--- config.mk ---
export PLATFORM = sky130hd
export DESIGN_NAME = mission_upload_sender
export DESIGN_NICKNAME = d
export VERILOG_FILES = /design/src/mus_pkg.sv /design/src/mus_cfg.sv /design/src/mus_core.sv /design/src/mus_obuf.sv /design/src/mission_upload_sender.sv
export VERILOG_INCLUDE_DIRS = /design/src /design/src/src
export SDC_FILE = /design/constraint.sdc
export NUM_CORES = 1
export LEC_CHECK = 0
export BUFFER_PORTS_ARGS = -buffer_cell sky130_fd_sc_hd__buf_2
export CAP_MARGIN = 25
export CORE_MARGIN = 2
export CORE_UTILIZATION = 63
export DETAILED_ROUTE_END_ITERATION = 10
export PLACE_DENSITY = 0.87
export SLEW_MARGIN = 20
export SYNTH_ARGS = -nofsm -noshare
export SYNTH_HDL_FRONTEND = slang
export SYNTH_SLANG_ARGS = --single-unit
--- constraint.sdc ---
create_clock -name clk -period 5 [get_ports clk]
set_clock_uncertainty 0.1 [all_clocks]
set_input_delay 0.75 -clock clk [delete_from_list [all_inputs] [get_ports clk]]
set_output_delay 0.75 -clock clk [all_outputs]
set_load 0.005 [all_outputs]
--- src/mission_upload_sender_macros.svh ---
// Assertion helpers included by mus_core.
// Both expect clk and rst_n in scope.
`ifndef MISSION_UPLOAD_SENDER_MACROS_SVH
`define MISSION_UPLOAD_SENDER_MACROS_SVH

// Same-cycle implication
`define MUS_ASSERT_NOW(label, ante, cons, msg) \
    label: assert property (@(posedge clk) disable iff (!rst_n) (ante) |-> (cons)) \
        else $error(msg);

// Next-cycle implication
`define MUS_ASSERT_NEXT(label, ante, cons, msg) \
    label: assert property (@(posedge clk) disable iff (!rst_n) (ante) |=> (cons)) \
        else $error(msg);

`endif

--- src/mus_pkg.sv ---
package mus_pkg;

    // Build-time defaults
    localparam int SEQ_BITS_DEF = 16;

    // Event codes (input tuser)
    localparam logic [2:0] EV_START  = 3'd0;
    localparam logic [2:0] EV_TICK   = 3'd1;
    localparam logic [2:0] EV_REQ    = 3'd2;
    localparam logic [2:0] EV_REQINT = 3'd3;
    localparam logic [2:0] EV_ACK    = 3'd4;
    localparam logic [2:0] EV_CANCEL = 3'd5;

    // Outgoing message kinds
    localparam logic [1:0] KIND_NONE  = 2'd0;
    localparam logic [1:0] KIND_COUNT = 2'd1;
    localparam logic [1:0] KIND_ITEM  = 2'd2;
    localparam logic [1:0] KIND_ACK   = 2'd3;

    // Ack codes we send
    localparam logic [3:0] ACK_UNSUPPORTED = 4'd3;
    localparam logic [3:0] ACK_CANCELLED   = 4'd15;

    // Ack codes we receive (standard numbering)
    localparam logic [3:0] RX_ACCEPTED     = 4'd0;
    localparam logic [3:0] RX_ERROR        = 4'd1;
    localparam logic [3:0] RX_UNSUP_FRAME  = 4'd2;
    localparam logic [3:0] RX_UNSUPPORTED  = 4'd3;
    localparam logic [3:0] RX_NO_SPACE     = 4'd4;
    localparam logic [3:0] RX_LAST_PARAM   = 4'd12;
    localparam logic [3:0] RX_INVALID_SEQ  = 4'd13;
    localparam logic [3:0] RX_DENIED       = 4'd14;

    // Final results
    localparam logic [3:0] RES_NONE        = 4'd0;
    localparam logic [3:0] RES_OK          = 4'd1;
    localparam logic [3:0] RES_LINK        = 4'd2;
    localparam logic [3:0] RES_TIMEOUT     = 4'd3;
    localparam logic [3:0] RES_PROTOCOL    = 4'd4;
    localparam logic [3:0] RES_FRAME       = 4'd5;
    localparam logic [3:0] RES_UNSUPPORTED = 4'd6;
    localparam logic [3:0] RES_NOSPACE     = 4'd7;
    localparam logic [3:0] RES_PARAM       = 4'd8;
    localparam logic [3:0] RES_SEQUENCE    = 4'd9;
    localparam logic [3:0] RES_DENIED      = 4'd10;
    localparam logic [3:0] RES_CANCELLED   = 4'd11;

    // Configuration register indexes
    localparam int CFG_ADDR_BITS = 3;
    localparam logic [CFG_ADDR_BITS-1:0] CFG_ITEM_COUNT    = 3'd0;
    localparam logic [CFG_ADDR_BITS-1:0] CFG_MISSION_TYPE  = 3'd1;
    localparam logic [CFG_ADDR_BITS-1:0] CFG_TARGET_SYS    = 3'd2;
    localparam logic [CFG_ADDR_BITS-1:0] CFG_TARGET_COMP   = 3'd3;
    localparam logic [CFG_ADDR_BITS-1:0] CFG_RETRY_LIMIT   = 3'd4;
    localparam logic [CFG_ADDR_BITS-1:0] CFG_TIMEOUT_TICKS = 3'd5;
    localparam int CFG_DATA_BITS = 16;

    // Register reset values
    localparam logic [7:0]  RETRY_LIMIT_RST   = 8'd5;
    localparam logic [15:0] TIMEOUT_TICKS_RST = 16'd1000;

    // Word widths
    localparam int IN_TDATA_BITS  = 40;
    localparam int OUT_TDATA_BITS = 48;

    typedef struct packed {
        logic [15:0] item_count;
        logic [7:0]  msn_kind;
        logic [7:0]  peer_sys;
        logic [7:0]  peer_comp;
        logic [7:0]  retry_limit;
        logic [15:0] timeout_ticks;
    } cfg_t;

    typedef struct packed {
        logic [1:0]  msg_kind;
        logic [15:0] msg_seq;
        logic [3:0]  msg_ack_code;
        logic [7:0]  msg_dest_system;
        logic [7:0]  msg_dest_component;
        logic        done_res;
        logic [3:0]  result_code;
    } res_t;

    // Map a received ack code to a final result
    function automatic logic [3:0] map_ack(input logic [3:0] code, input logic all_sent);
        logic [3:0] r;
        begin
            if (code == RX_ACCEPTED)
                r = all_sent ? RES_OK : RES_PROTOCOL;
            else if (code == RX_ERROR)
                r = RES_PROTOCOL;
            else if (code == RX_UNSUP_FRAME)
                r = RES_FRAME;
            else if (code == RX_UNSUPPORTED)
                r = RES_UNSUPPORTED;
            else if (code == RX_NO_SPACE)
                r = RES_NOSPACE;
            else if (code <= RX_LAST_PARAM)
                r = RES_PARAM;
            else if (code == RX_INVALID_SEQ)
                r = RES_SEQUENCE;
            else if (code == RX_DENIED)
                r = RES_DENIED;
            else
                r = RES_CANCELLED;
            return r;
        end
    endfunction

endpackage

--- src/mus_cfg.sv ---
module mus_cfg (
    input  logic                                clk,
    input  logic                                rst_n,
    input  logic                                cfg_we,
    input  logic [mus_pkg::CFG_ADDR_BITS-1:0]   cfg_addr,
    input  logic [mus_pkg::CFG_DATA_BITS-1:0]   cfg_wdata,
    output mus_pkg::cfg_t                       cfg
);
    import mus_pkg::*;

    cfg_t cfg_reg;

    // Register file, write only
    always_ff @(posedge clk or negedge rst_n)
    begin
        if (!rst_n)
        begin
            cfg_reg.item_count    <= '0;
            cfg_reg.msn_kind      <= '0;
            cfg_reg.peer_sys      <= '0;
            cfg_reg.peer_comp     <= '0;
            cfg_reg.retry_limit   <= RETRY_LIMIT_RST;
            cfg_reg.timeout_ticks <= TIMEOUT_TICKS_RST;
        end
        else if (cfg_we)
        begin
            case (cfg_addr)
                CFG_ITEM_COUNT:    cfg_reg.item_count    <= cfg_wdata;
                CFG_MISSION_TYPE:  cfg_reg.msn_kind      <= cfg_wdata[7:0];
                CFG_TARGET_SYS:    cfg_reg.peer_sys      <= cfg_wdata[7:0];
                CFG_TARGET_COMP:   cfg_reg.peer_comp     <= cfg_wdata[7:0];
                CFG_RETRY_LIMIT:   cfg_reg.retry_limit   <= cfg_wdata[7:0];
                CFG_TIMEOUT_TICKS: cfg_reg.timeout_ticks <= cfg_wdata;
                default:           ;
            endcase
        end
    end

    assign cfg = cfg_reg;

endmodule

--- src/mus_core.sv ---
module mus_core #(
    parameter int SEQ_BITS = mus_pkg::SEQ_BITS_DEF
) (
    input  logic          clk,
    input  logic          rst_n,
    input  mus_pkg::cfg_t cfg,
    input  logic          ev_accept,
    input  logic [2:0]    req_type,
    input  logic [15:0]   req_seq,
    input  logic [3:0]    ack_type,
    input  logic [7:0]    src_system,
    input  logic [7:0]    src_component,
    input  logic          send_refused,
    output mus_pkg::res_t res
);
    import mus_pkg::*;

    logic                active_reg, active_next;
    logic                phase_reg, phase_next;
    logic [SEQ_BITS-1:0] next_index_reg, next_index_next;
    logic [7:0]          retry_reg, retry_next;
    logic [15:0]         timer_reg, timer_next;
    logic                armed_reg, armed_next;

    logic [SEQ_BITS-1:0] seq;
    logic [15:0]         idx16;
    logic [15:0]         seq16;
    logic                exhausted;
    logic [7:0]          retry_base;
    logic [7:0]          retry_base_inc;
    logic [7:0]          retry_inc;

    assign seq       = req_seq[SEQ_BITS-1:0];
    assign idx16     = 16'(next_index_reg);
    assign seq16     = 16'(seq);
    assign exhausted = (retry_reg >= cfg.retry_limit);

    // Saturating retry bumps: from the held count and from the request base
    assign retry_inc      = (retry_reg == 8'hFF) ? retry_reg : retry_reg + 8'd1;
    assign retry_base     = (next_index_reg == seq) ? 8'd0 : retry_reg;
    assign retry_base_inc = (retry_base == 8'hFF) ? retry_base : retry_base + 8'd1;

    // Event handling: next state and the result word
    always_comb
    begin
        active_next     = active_reg;
        phase_next      = phase_reg;
        next_index_next = next_index_reg;
        retry_next      = retry_reg;
        timer_next      = timer_reg;
        armed_next      = armed_reg;
        res             = '0;

        case (req_type)
            EV_START:
            begin
                active_next     = 1'b1;
                phase_next      = 1'b0;
                next_index_next = '0;
                retry_next      = 8'd0;
                timer_next      = cfg.timeout_ticks;
                armed_next      = 1'b1;
                if (send_refused)
                begin
                    active_next     = 1'b0;
                    armed_next      = 1'b0;
                    timer_next      = '0;
                    res.done_res    = 1'b1;
                    res.result_code = RES_LINK;
                end
                else
                begin
                    res.msg_kind           = KIND_COUNT;
                    res.msg_seq            = cfg.item_count;
                    res.msg_dest_system    = cfg.peer_sys;
                    res.msg_dest_component = cfg.peer_comp;
                    retry_next             = 8'd1;
                end
            end

            EV_TICK:
            begin
                if (active_reg && armed_reg)
                begin
                    if (timer_reg > 16'd1)
                        timer_next = timer_reg - 16'd1;
                    else if (exhausted)
                    begin
                        active_next     = 1'b0;
                        armed_next      = 1'b0;
                        timer_next      = '0;
                        res.done_res    = 1'b1;
                        res.result_code = RES_TIMEOUT;
                    end
                    else
                    begin
                        timer_next = cfg.timeout_ticks;
                        armed_next = 1'b1;
                        if (phase_reg)
                            retry_next = retry_inc;
                        else if (send_refused)
                        begin
                            active_next     = 1'b0;
                            armed_next      = 1'b0;
                            timer_next      = '0;
                            res.done_res    = 1'b1;
                            res.result_code = RES_LINK;
                        end
                        else
                        begin
                            // resend the count
                            res.msg_kind           = KIND_COUNT;
                            res.msg_seq            = cfg.item_count;
                            res.msg_dest_system    = cfg.peer_sys;
                            res.msg_dest_component = cfg.peer_comp;
                            retry_next             = retry_inc;
                        end
                    end
                end
            end

            EV_REQ:
            begin
                if (active_reg)
                begin
                    if (send_refused)
                    begin
                        active_next     = 1'b0;
                        armed_next      = 1'b0;
                        timer_next      = '0;
                        res.done_res    = 1'b1;
                        res.result_code = RES_LINK;
                    end
                    else
                    begin
                        // legacy request: unsupported, back to the requester
                        res.msg_kind           = KIND_ACK;
                        res.msg_ack_code       = ACK_UNSUPPORTED;
                        res.msg_dest_system    = src_system;
                        res.msg_dest_component = src_component;
                        timer_next             = cfg.timeout_ticks;
                        armed_next             = 1'b1;
                    end
                end
            end

            EV_REQINT:
            begin
                if (active_reg)
                begin
                    phase_next = 1'b1;
                    // requests ahead of the expected index only switch the phase
                    if (next_index_reg >= seq)
                    begin
                        if (next_index_reg > seq && exhausted)
                        begin
                            active_next     = 1'b0;
                            armed_next      = 1'b0;
                            timer_next      = '0;
                            res.done_res    = 1'b1;
                            res.result_code = RES_TIMEOUT;
                        end
                        else
                        begin
                            retry_next      = retry_base;
                            timer_next      = cfg.timeout_ticks;
                            armed_next      = 1'b1;
                            next_index_next = seq;
                            if (seq16 < cfg.item_count)
                            begin
                                if (send_refused)
                                begin
                                    active_next     = 1'b0;
                                    armed_next      = 1'b0;
                                    timer_next      = '0;
                                    res.done_res    = 1'b1;
                                    res.result_code = RES_LINK;
                                end
                                else
                                begin
                                    res.msg_kind           = KIND_ITEM;
                                    res.msg_seq            = seq16;
                                    res.msg_dest_system    = cfg.peer_sys;
                                    res.msg_dest_component = cfg.peer_comp;
                                    next_index_next        = seq + SEQ_BITS'(1);
                                    retry_next             = retry_base_inc;
                                end
                            end
                        end
                    end
                end
            end

            EV_ACK:
            begin
                if (active_reg)
                begin
                    active_next     = 1'b0;
                    armed_next      = 1'b0;
                    timer_next      = '0;
                    res.done_res    = 1'b1;
                    res.result_code = map_ack(ack_type, idx16 == cfg.item_count);
                end
            end

            EV_CANCEL:
            begin
                if (active_reg)
                begin
                    active_next     = 1'b0;
                    armed_next      = 1'b0;
                    timer_next      = '0;
                    res.done_res    = 1'b1;
                    if (send_refused)
                        res.result_code = RES_LINK;
                    else
                    begin
                        res.msg_kind           = KIND_ACK;
                        res.msg_ack_code       = ACK_CANCELLED;
                        res.msg_dest_system    = cfg.peer_sys;
                        res.msg_dest_component = cfg.peer_comp;
                        res.result_code        = RES_CANCELLED;
                    end
                end
            end

            default: ;
        endcase
    end

    // Transfer state, updated once per accepted word
    always_ff @(posedge clk or negedge rst_n)
    begin
        if (!rst_n)
        begin
            active_reg     <= 1'b0;
            phase_reg      <= 1'b0;
            next_index_reg <= '0;
            retry_reg      <= '0;
            timer_reg      <= '0;
            armed_reg      <= 1'b0;
        end
        else if (ev_accept)
        begin
            active_reg     <= active_next;
            phase_reg      <= phase_next;
            next_index_reg <= next_index_next;
            retry_reg      <= retry_next;
            timer_reg      <= timer_next;
            armed_reg      <= armed_next;
        end
    end

`include "mission_upload_sender_macros.svh"

    `MUS_ASSERT_NOW(a_armed_only_active, !active_reg,
        !armed_reg && timer_reg == 16'd0, "timer running while idle")
    `MUS_ASSERT_NEXT(a_done_goes_idle, ev_accept && res.done_res,
        !active_reg, "transfer still active after done")
    `MUS_ASSERT_NEXT(a_start_arms, ev_accept && req_type == EV_START && !send_refused,
        active_reg && armed_reg && !phase_reg && retry_reg == 8'd1,
        "start did not open count phase")
    `MUS_ASSERT_NOW(a_idle_silent, ev_accept && !active_reg && req_type != EV_START,
        res == '0, "result from idle block")

endmodule

--- src/mus_obuf.sv ---
module mus_obuf (
    input  logic          clk,
    input  logic          rst_n,
    input  logic          in_valid,
    output logic          in_ready,
    input  mus_pkg::res_t in_res,
    output logic          out_valid,
    input  logic          out_ready,
    output mus_pkg::res_t out_res
);
    import mus_pkg::*;

    logic valid_reg;
    res_t res_reg;

    // Take a new word when empty or when the held word leaves this cycle
    assign in_ready  = !valid_reg || out_ready;
    assign out_valid = valid_reg;
    assign out_res   = res_reg;

    always_ff @(posedge clk or negedge rst_n)
    begin
        if (!rst_n)
            valid_reg <= 1'b0;
        else if (in_ready)
            valid_reg <= in_valid;
    end

    always_ff @(posedge clk)
    begin
        if (in_valid && in_ready)
            res_reg <= in_res;
    end

endmodule

--- src/mission_upload_sender.sv ---
// Mission upload sender: takes one event word per cycle on the s_ side and
// returns exactly one result word per event on the m_ side, in the cycle after
// the event is taken. The decision logic sits between the accepted event and
// a single output register, so throughput is one event per cycle whenever the
// output register is empty or is being drained in the same cycle; a stalled
// m_ side holds at most one finished word and backpressures s_ through
// s_tready. Write the configuration registers only while no transfer word is
// in flight. Item payloads are not handled here: an item message carries
// only its index in msg_seq.
module mission_upload_sender #(
    parameter int SEQ_BITS = mus_pkg::SEQ_BITS_DEF
) (
    input  logic                                 clk,
    input  logic                                 rst_n,
    // configuration write port
    input  logic                                 cfg_we,
    input  logic [mus_pkg::CFG_ADDR_BITS-1:0]    cfg_addr,
    input  logic [mus_pkg::CFG_DATA_BITS-1:0]    cfg_wdata,
    // event words
    input  logic                                 s_tvalid,
    output logic                                 s_tready,
    // req_seq[15:0], ack_type[19:16], src_system[27:20], src_component[35:28],
    // send_refused[36], zero fill[39:37]
    input  logic [mus_pkg::IN_TDATA_BITS-1:0]    s_tdata,
    // req_type[2:0]
    input  logic [2:0]                           s_tuser,
    // result words
    output logic                                 m_tvalid,
    input  logic                                 m_tready,
    // msg_kind[1:0], msg_seq[17:2], msg_ack_code[21:18], msg_dest_system[29:22],
    // msg_dest_component[37:30], result_code[41:38], zero fill[47:42]
    output logic [mus_pkg::OUT_TDATA_BITS-1:0]   m_tdata,
    // done_res
    output logic                                 m_tlast
);
    import mus_pkg::*;

    cfg_t cfg;
    res_t core_res;
    res_t out_res;
    logic ev_accept;

    assign ev_accept = s_tvalid && s_tready;

    mus_cfg u_cfg (
        .clk       (clk),
        .rst_n     (rst_n),
        .cfg_we    (cfg_we),
        .cfg_addr  (cfg_addr),
        .cfg_wdata (cfg_wdata),
        .cfg       (cfg)
    );

    mus_core #(
        .SEQ_BITS (SEQ_BITS)
    ) u_core (
        .clk           (clk),
        .rst_n         (rst_n),
        .cfg           (cfg),
        .ev_accept     (ev_accept),
        .req_type      (s_tuser),
        .req_seq       (s_tdata[15:0]),
        .ack_type      (s_tdata[19:16]),
        .src_system    (s_tdata[27:20]),
        .src_component (s_tdata[35:28]),
        .send_refused  (s_tdata[36]),
        .res           (core_res)
    );

    mus_obuf u_obuf (
        .clk       (clk),
        .rst_n     (rst_n),
        .in_valid  (s_tvalid),
        .in_ready  (s_tready),
        .in_res    (core_res),
        .out_valid (m_tvalid),
        .out_ready (m_tready),
        .out_res   (out_res)
    );

    // Pack the result word
    assign m_tdata = {6'd0, out_res.result_code, out_res.msg_dest_component,
                      out_res.msg_dest_system, out_res.msg_ack_code,
                      out_res.msg_seq, out_res.msg_kind};
    assign m_tlast = out_res.done_res;

endmodule

==> results of run 1 <==
[worst max-delay path, stage by stage]
cell,delay [ns]
buf_2,0.15
inv_1,0.09
ha_1,0.30
nand4_1,0.18
nor4_1,0.53
a21bo_2,0.30
a31oi_1,0.29
o211a_2,0.53
or3_1,0.61
a22o_1,0.23
[area by class of cell]
class                   instances  area, sq um
fillers                       890         3200
multi-input cells             591         4070
clock buffers                  22          485
well taps                     172          215
inverters                      50          188
flip-flops and latches        141         3740
repair buffers                122          648
clock inverters                10          125
[worst max-delay path by stage]
stage                start             endpoint  slack [ns]
3_3_place_gp   s_tdata[13]    u_obuf.out_res[8]        0.97
5_1_grt        s_tdata[13]   u_obuf.out_res[10]        0.93
3_5_place_dp   s_tdata[13]   u_obuf.out_res[10]        0.93
6_report       s_tdata[13]   u_obuf.out_res[13]        1.22
4_1_cts        s_tdata[13]   u_obuf.out_res[14]        1.35
2_1_floorplan  s_tdata[13]  u_core.retry_reg[3]        1.56
[cells in the mapped netlist, drive strengths merged (10+ instances only)]
library cell / number / area [sq um]
dfrtp: 92 / 2300
o21ai: 77 / 385
nand2: 74 / 278
inv: 50 / 188
a21oi: 46 / 245
ha: 45 / 563
nor2: 44 / 165
edfxtp: 41 / 1230
mux2: 35 / 394
a22o: 31 / 272
clkbuf: 26 / 97.6
nand3: 21 / 105
nor3: 17 / 90.1
xor2: 16 / 140
buf: 15 / 110
xnor2: 15 / 131
nor4: 14 / 100
and3: 11 / 68.8
nand4: 10 / 62.6
[kinds of logic after synthesis]
kind of cell | after synthesis | share of synthesized area
AND/OR/NAND/NOR | 239 | 0.150
AO/OA/AOI/OAI | 234 | 0.192
flip-flops | 141 | 0.458
buffers and inverters | 91 | 0.0483
adder cells (fa/ha/maj) | 45 | 0.0688
multiplexers | 36 | 0.0494
XOR/XNOR | 31 | 0.0332
other | 1 | 0.000458
[where the power goes]
part / switching [mW] / total [mW] / internal, mW
sequential: 0.191 / 1.59 / 1.40
combinational: 0.541 / 0.927 / 0.386
clock: 0.505 / 1.30 / 0.797
[metrics by stage]
| step | cell area [sq um] | hold WS (ns) | utilization | power [mW] | worst slack [ns] |
|---|---|---|---|---|---|
| 6_report | 9470 | 0.300 | 0.748 | 3.82 | 1.22 |
| 5_1_grt | 9470 | 0.385 | 0.748 | 4.00 | 0.927 |
| 4_1_cts | 9470 | 0.335 | 0.748 | 3.80 | 1.35 |
| 3_5_place_dp | 8860 | 0.394 | 0.699 | 2.50 | 0.927 |
| 3_3_place_gp | 8860 | 0.389 | 0.699 | 2.45 | 0.968 |
| 2_1_floorplan | 8200 | 0.354 | - | 2.19 | 1.56 |
[per-layer routing]
metal | up-vias | share of wire
met5 | - | 0
met4 | 0 | 0.033
met3 | 75 | 0.11
met2 | 421 | 0.46
met1 | 3297 | 0.40
li1 | 3227 | -
==> metrics, run 1 <==
met3 usage 0.0833; gr busiest metal met2; ANT nets after route 0; pwr dens 403 mW/mm^2; Clock Pin Slew Worst Setup and Hold Paths 0.06 ns; met2 Usage GRT 0.504; routability congestion estimate 0.992; Setup Viol. Count Final 0; RSZ-0062 raised after global routing no; max reg flops 56; H-tree depth 4; Relative slew margins 0.322; Skew-Pair Late Insertion Delay 0.44 ns; Final Max Slew Viols 0; Cell variety after synth 78; routed vias 7020; die area 0.0139 sq mm; initial core utilization 0.646; clk sinks 141; Netlist Area Pre-Place 0.00818 sq mm; Final Critical Period 3.78 ns; initial antenna violation count 0; Mean Syn Cell Area 10.0 sq um; Die Ht 118 microns; DR iter-0 viols 717; CTS buffer count 17; Final HPWL DP 15000 microns; Non-Filler Instances 1108; Hold Crit Class in2async; Nets 1035; Rows 41; Worst setup SP type input pin; number of synthesized register bits 141; Peak VDD IR 0.328 mV; largest net degree at the start of global routing 65; drt pass-1 iters 6; hold_buf cts 0; Peak Freq 265 MHz; vias in the first global route 6814; kind of critical path in2reg; Final Hold Fails 0; Max FO, Critical Path 17; # IOs 118; Reg2Reg Capture Point u_obuf.out_res[13]; met1 usage 0.429; part of the Yosys area used for sequential elements 0.458; # DRC 0; worst reg2reg startpoint u_core.idx16[15]; drt total wl 21600 microns; crit path capture type flip-flop; Yosys Warn Count 0; Post-CTS Setup Bufs 0; CTS tree built; Avg WL per Cell 19.5 microns; Synth Instances 818; r2r setup slk 1.37 ns; first-pass GRT wire length 34900 microns; worst r2r path cells 8; Post-CTS Resized 0; PortBufs 108; number of enable flip-flop cells after synthesis 41; status complete, no violations; most common cell after layout, fill and taps aside buf_2; Synth Flop Type dfrtp_1; CTS Buffer Depth 2; Via density 6.34; Arrival @ worst endpoint 3.98 ns; Max Cap Violations 0; Leak Pwr 4.23 nW; Die W 118 microns; core area 0.0127 sq mm; global route overflow 0; dpl cells 1076; actual slew at the worst max-slew pin 1.01 ns; area grow syn2layout 15.8%; GRT Util Overall 0.322; WP data required 5.20 ns; fraction of layout cells with a size suffix above 1 0.232; Inserted Diodes 0; Synth async-reset ratio 0.709; Fin Setup TNS 0 ns; commonest cells after routing, fill and taps aside buf_2, dfrtp_1, nand2_1; Final Cycle Share 0.755; clock root buffer clkbuf_16
Note: power is estimated with default switching activity, not from simulation.
==> run 2, diff against run 1 <==
CORE_UTILIZATION = 52   (was 63)
PLACE_DENSITY = 0.76   (was 0.87)
clock period = 3.3 ns   (was 5 ns; I/O delays follow)
==> run 2 against run 1 <==
Combinational power rose by 60%. Largest cell class unchanged. Core utilization decreased by 10 points. Highest routed layer unchanged. Total power grew 54%. Die area increased by 20%. Non-clock buffer count increased by 39. The run now ends with negative hold slack left. Sequential share of layout area fell by 1.5 points. Final cell count grew 7.0%.
==> metrics, run 2 (same netlist as run 1, synthesis figures left out) <==
status finished with violations; failing checks negative hold slack; CTS buffer count 17 (unchanged); WP data required 3.39 ns (-1.81 ns); most common cell after layout, fill and taps aside buf_2; routed vias 7063 (+0.61%); Final HPWL DP 16000 microns (+6.8%); cell area after placement 0.00923 sq mm (+4.1%); GRT Util Overall 0.274 (-0.0479); initial core utilization 0.536 (-0.109); Clock Pin Slew Worst Setup and Hold Paths 0.06 ns (about the same); Worst setup SP type flip-flop; delay-heaviest family, CP compound AO/OA/AOI/OAI gates; CTS tree built; drt total wl 22200 microns (+2.4%); Final Hold Fails 2 (+2); global route overflow 0 (unchanged); hold_buf cts 0 (unchanged); critical path, cell by cell ha_1 > nand4_1 > nor3_1 > a2111oi_2 > a31oi_1 > o211a_2 > or3_1 > buf_4 > a22o_1; Peak Freq 319 MHz; actual slew at the worst max-slew pin 0.885 ns (-0.124 ns); commonest cells after routing, fill and taps aside buf_2, dfrtp_1, nand2_1; Die Ht 129 microns (+9.7%); Via density 5.96 (-6.0%); Setup Viol. Count Final 0 (unchanged); Max FO, Critical Path 16 (-1); clk sinks 141 (unchanged); Relative slew margins 0.405 (+0.0830); Skew-Pair Late Insertion Delay 0.43 ns (about the same); Hold Crit Class in2async; RSZ-0062 raised after global routing no; # DRC 0 (unchanged); H-tree depth 4 (unchanged); die area 0.0167 sq mm (+20%); post-route cell area 0.00985 sq mm (+4.0%); core area 0.0153 sq mm (+20%); dpl ws -0.0748 ns (-1.00 ns); CTS Buffer Depth 2 (unchanged); Die W 129 microns (+9.7%); ANT nets after route 0 (unchanged); Hold Slack -0.00638 ns (-0.306 ns); Post-CTS Setup Bufs 0 (unchanged); largest net degree at the start of global routing 50 (-23%); Final Max Slew Viols 0 (unchanged); max reg flops 56 (unchanged); Fin Setup TNS 0 ns (unchanged); fraction of layout cells with a size suffix above 1 0.267 (+0.0348); Arrival @ worst endpoint 3.23 ns (-0.75 ns); Nets 1074 (+3.8%); initial antenna violation count 0 (unchanged); Post-CTS Resized 0 (unchanged); kind of critical path reg2reg; Avg WL per Cell 18.7 microns (-4.4%); # IOs 118 (unchanged); multi-input logic area 0.00408 sq mm (+0.25%); Storage cell area 0.00374 sq mm (unchanged); first-pass GRT wire length 34900 microns (about the same); drt pass-1 iters 5 (-1); pwr dens 596 mW/mm^2 (+48%); Largest stage delay, worst path 0.48 ns (-0.13 ns); Final Cycle Share 0.951; Peak VDD IR 0.428 mV (+30%); crit path capture type flip-flop; Max Cap Violations 0 (unchanged); fillers 1222 (+37%); DR iter-0 viols 692 (-3.5%); Setup WS post-layout 0.160 ns (-1.06 ns); Power Total 5.87 mW (+54%); Rows 45 (+9.8%); Bufs and invs on worst path 1 (-1); Final Critical Period 3.14 ns; PortBufs 108 (unchanged); clock root buffer clkbuf_16; area grow syn2layout 20.4%; routability congestion estimate 0.986 (-0.58%); Crit-path slowest cell a2111oi_2; vias in the first global route 6614 (-2.9%); Inserted Diodes 0 (unchanged); Leak Pwr 4.43 nW (+4.8%)
## run 2: per-stage QoR
| step | utilization | cells |
|---|---|---|
| 2_1_floorplan | - | 823 |
| 3_3_place_gp | 0.605 | 1154 |
| 3_5_place_dp | 0.605 | 1154 |
| 4_1_cts | 0.645 | 1186 |
| 5_1_grt | 0.646 | 1186 |
| 6_report | 0.646 | 1186 |
## run 2: worst reg2reg max path: cells and delay by family (launching register included)
family	cells	cell delay, ns
AOI/OAI and AO/OA	4	1.20
and+or+nand+nor	3	0.65
DFF	1	0.42
adders and majority gates	1	0.32
buffers and inverters	1	0.21
## run 2: final cells by class
type                            count  share of cell area
Multi-Input combinational cell    591               0.414
Inverter                           50              0.0191
Clock inverter                     14              0.0174
Sequential cell                   141               0.380
Clock buffer                       18              0.0446
Tap cell                          211              0.0268
Timing Repair Buffer              161              0.0981
## run 2: worst paths after layout
check | to | from | cells past startpoint | slack (ns)
hold / removal | u_cfg.cfg[12] | rst_n | 1 | -0.006
min in group clk | u_obuf.out_valid | s_tvalid | 2 | 0.18
max in group asynchronous | u_cfg.cfg[18] | rst_n | 2 | 2.35
setup / recovery | u_obuf.out_res[17] | u_core.idx16[13] | 9 | 0.16
setup reg to reg | u_obuf.out_res[17] | u_core.idx16[13] | 9 | 0.16
hold reg to reg | u_cfg.cfg[0] | u_cfg.cfg[0] | 1 | 0.41
## run 2: power breakdown
group / internal, mW / switching, mW / total (mW)
registers: 2.12 / 0.275 / 2.39
clock network: 1.16 / 0.829 / 1.99
logic: 0.641 / 0.841 / 1.48
total: 3.92 / 1.94 / 5.87
## run 2: metal layers
layer	vias to the layer above	wire length (microns)	global-route usage
met1	3367	9490	0.385
met4	0	486	0.0860
li1	3304	-	-
met3	43	1800	0.0458
met5	-	0	0
met2	349	10400	0.437
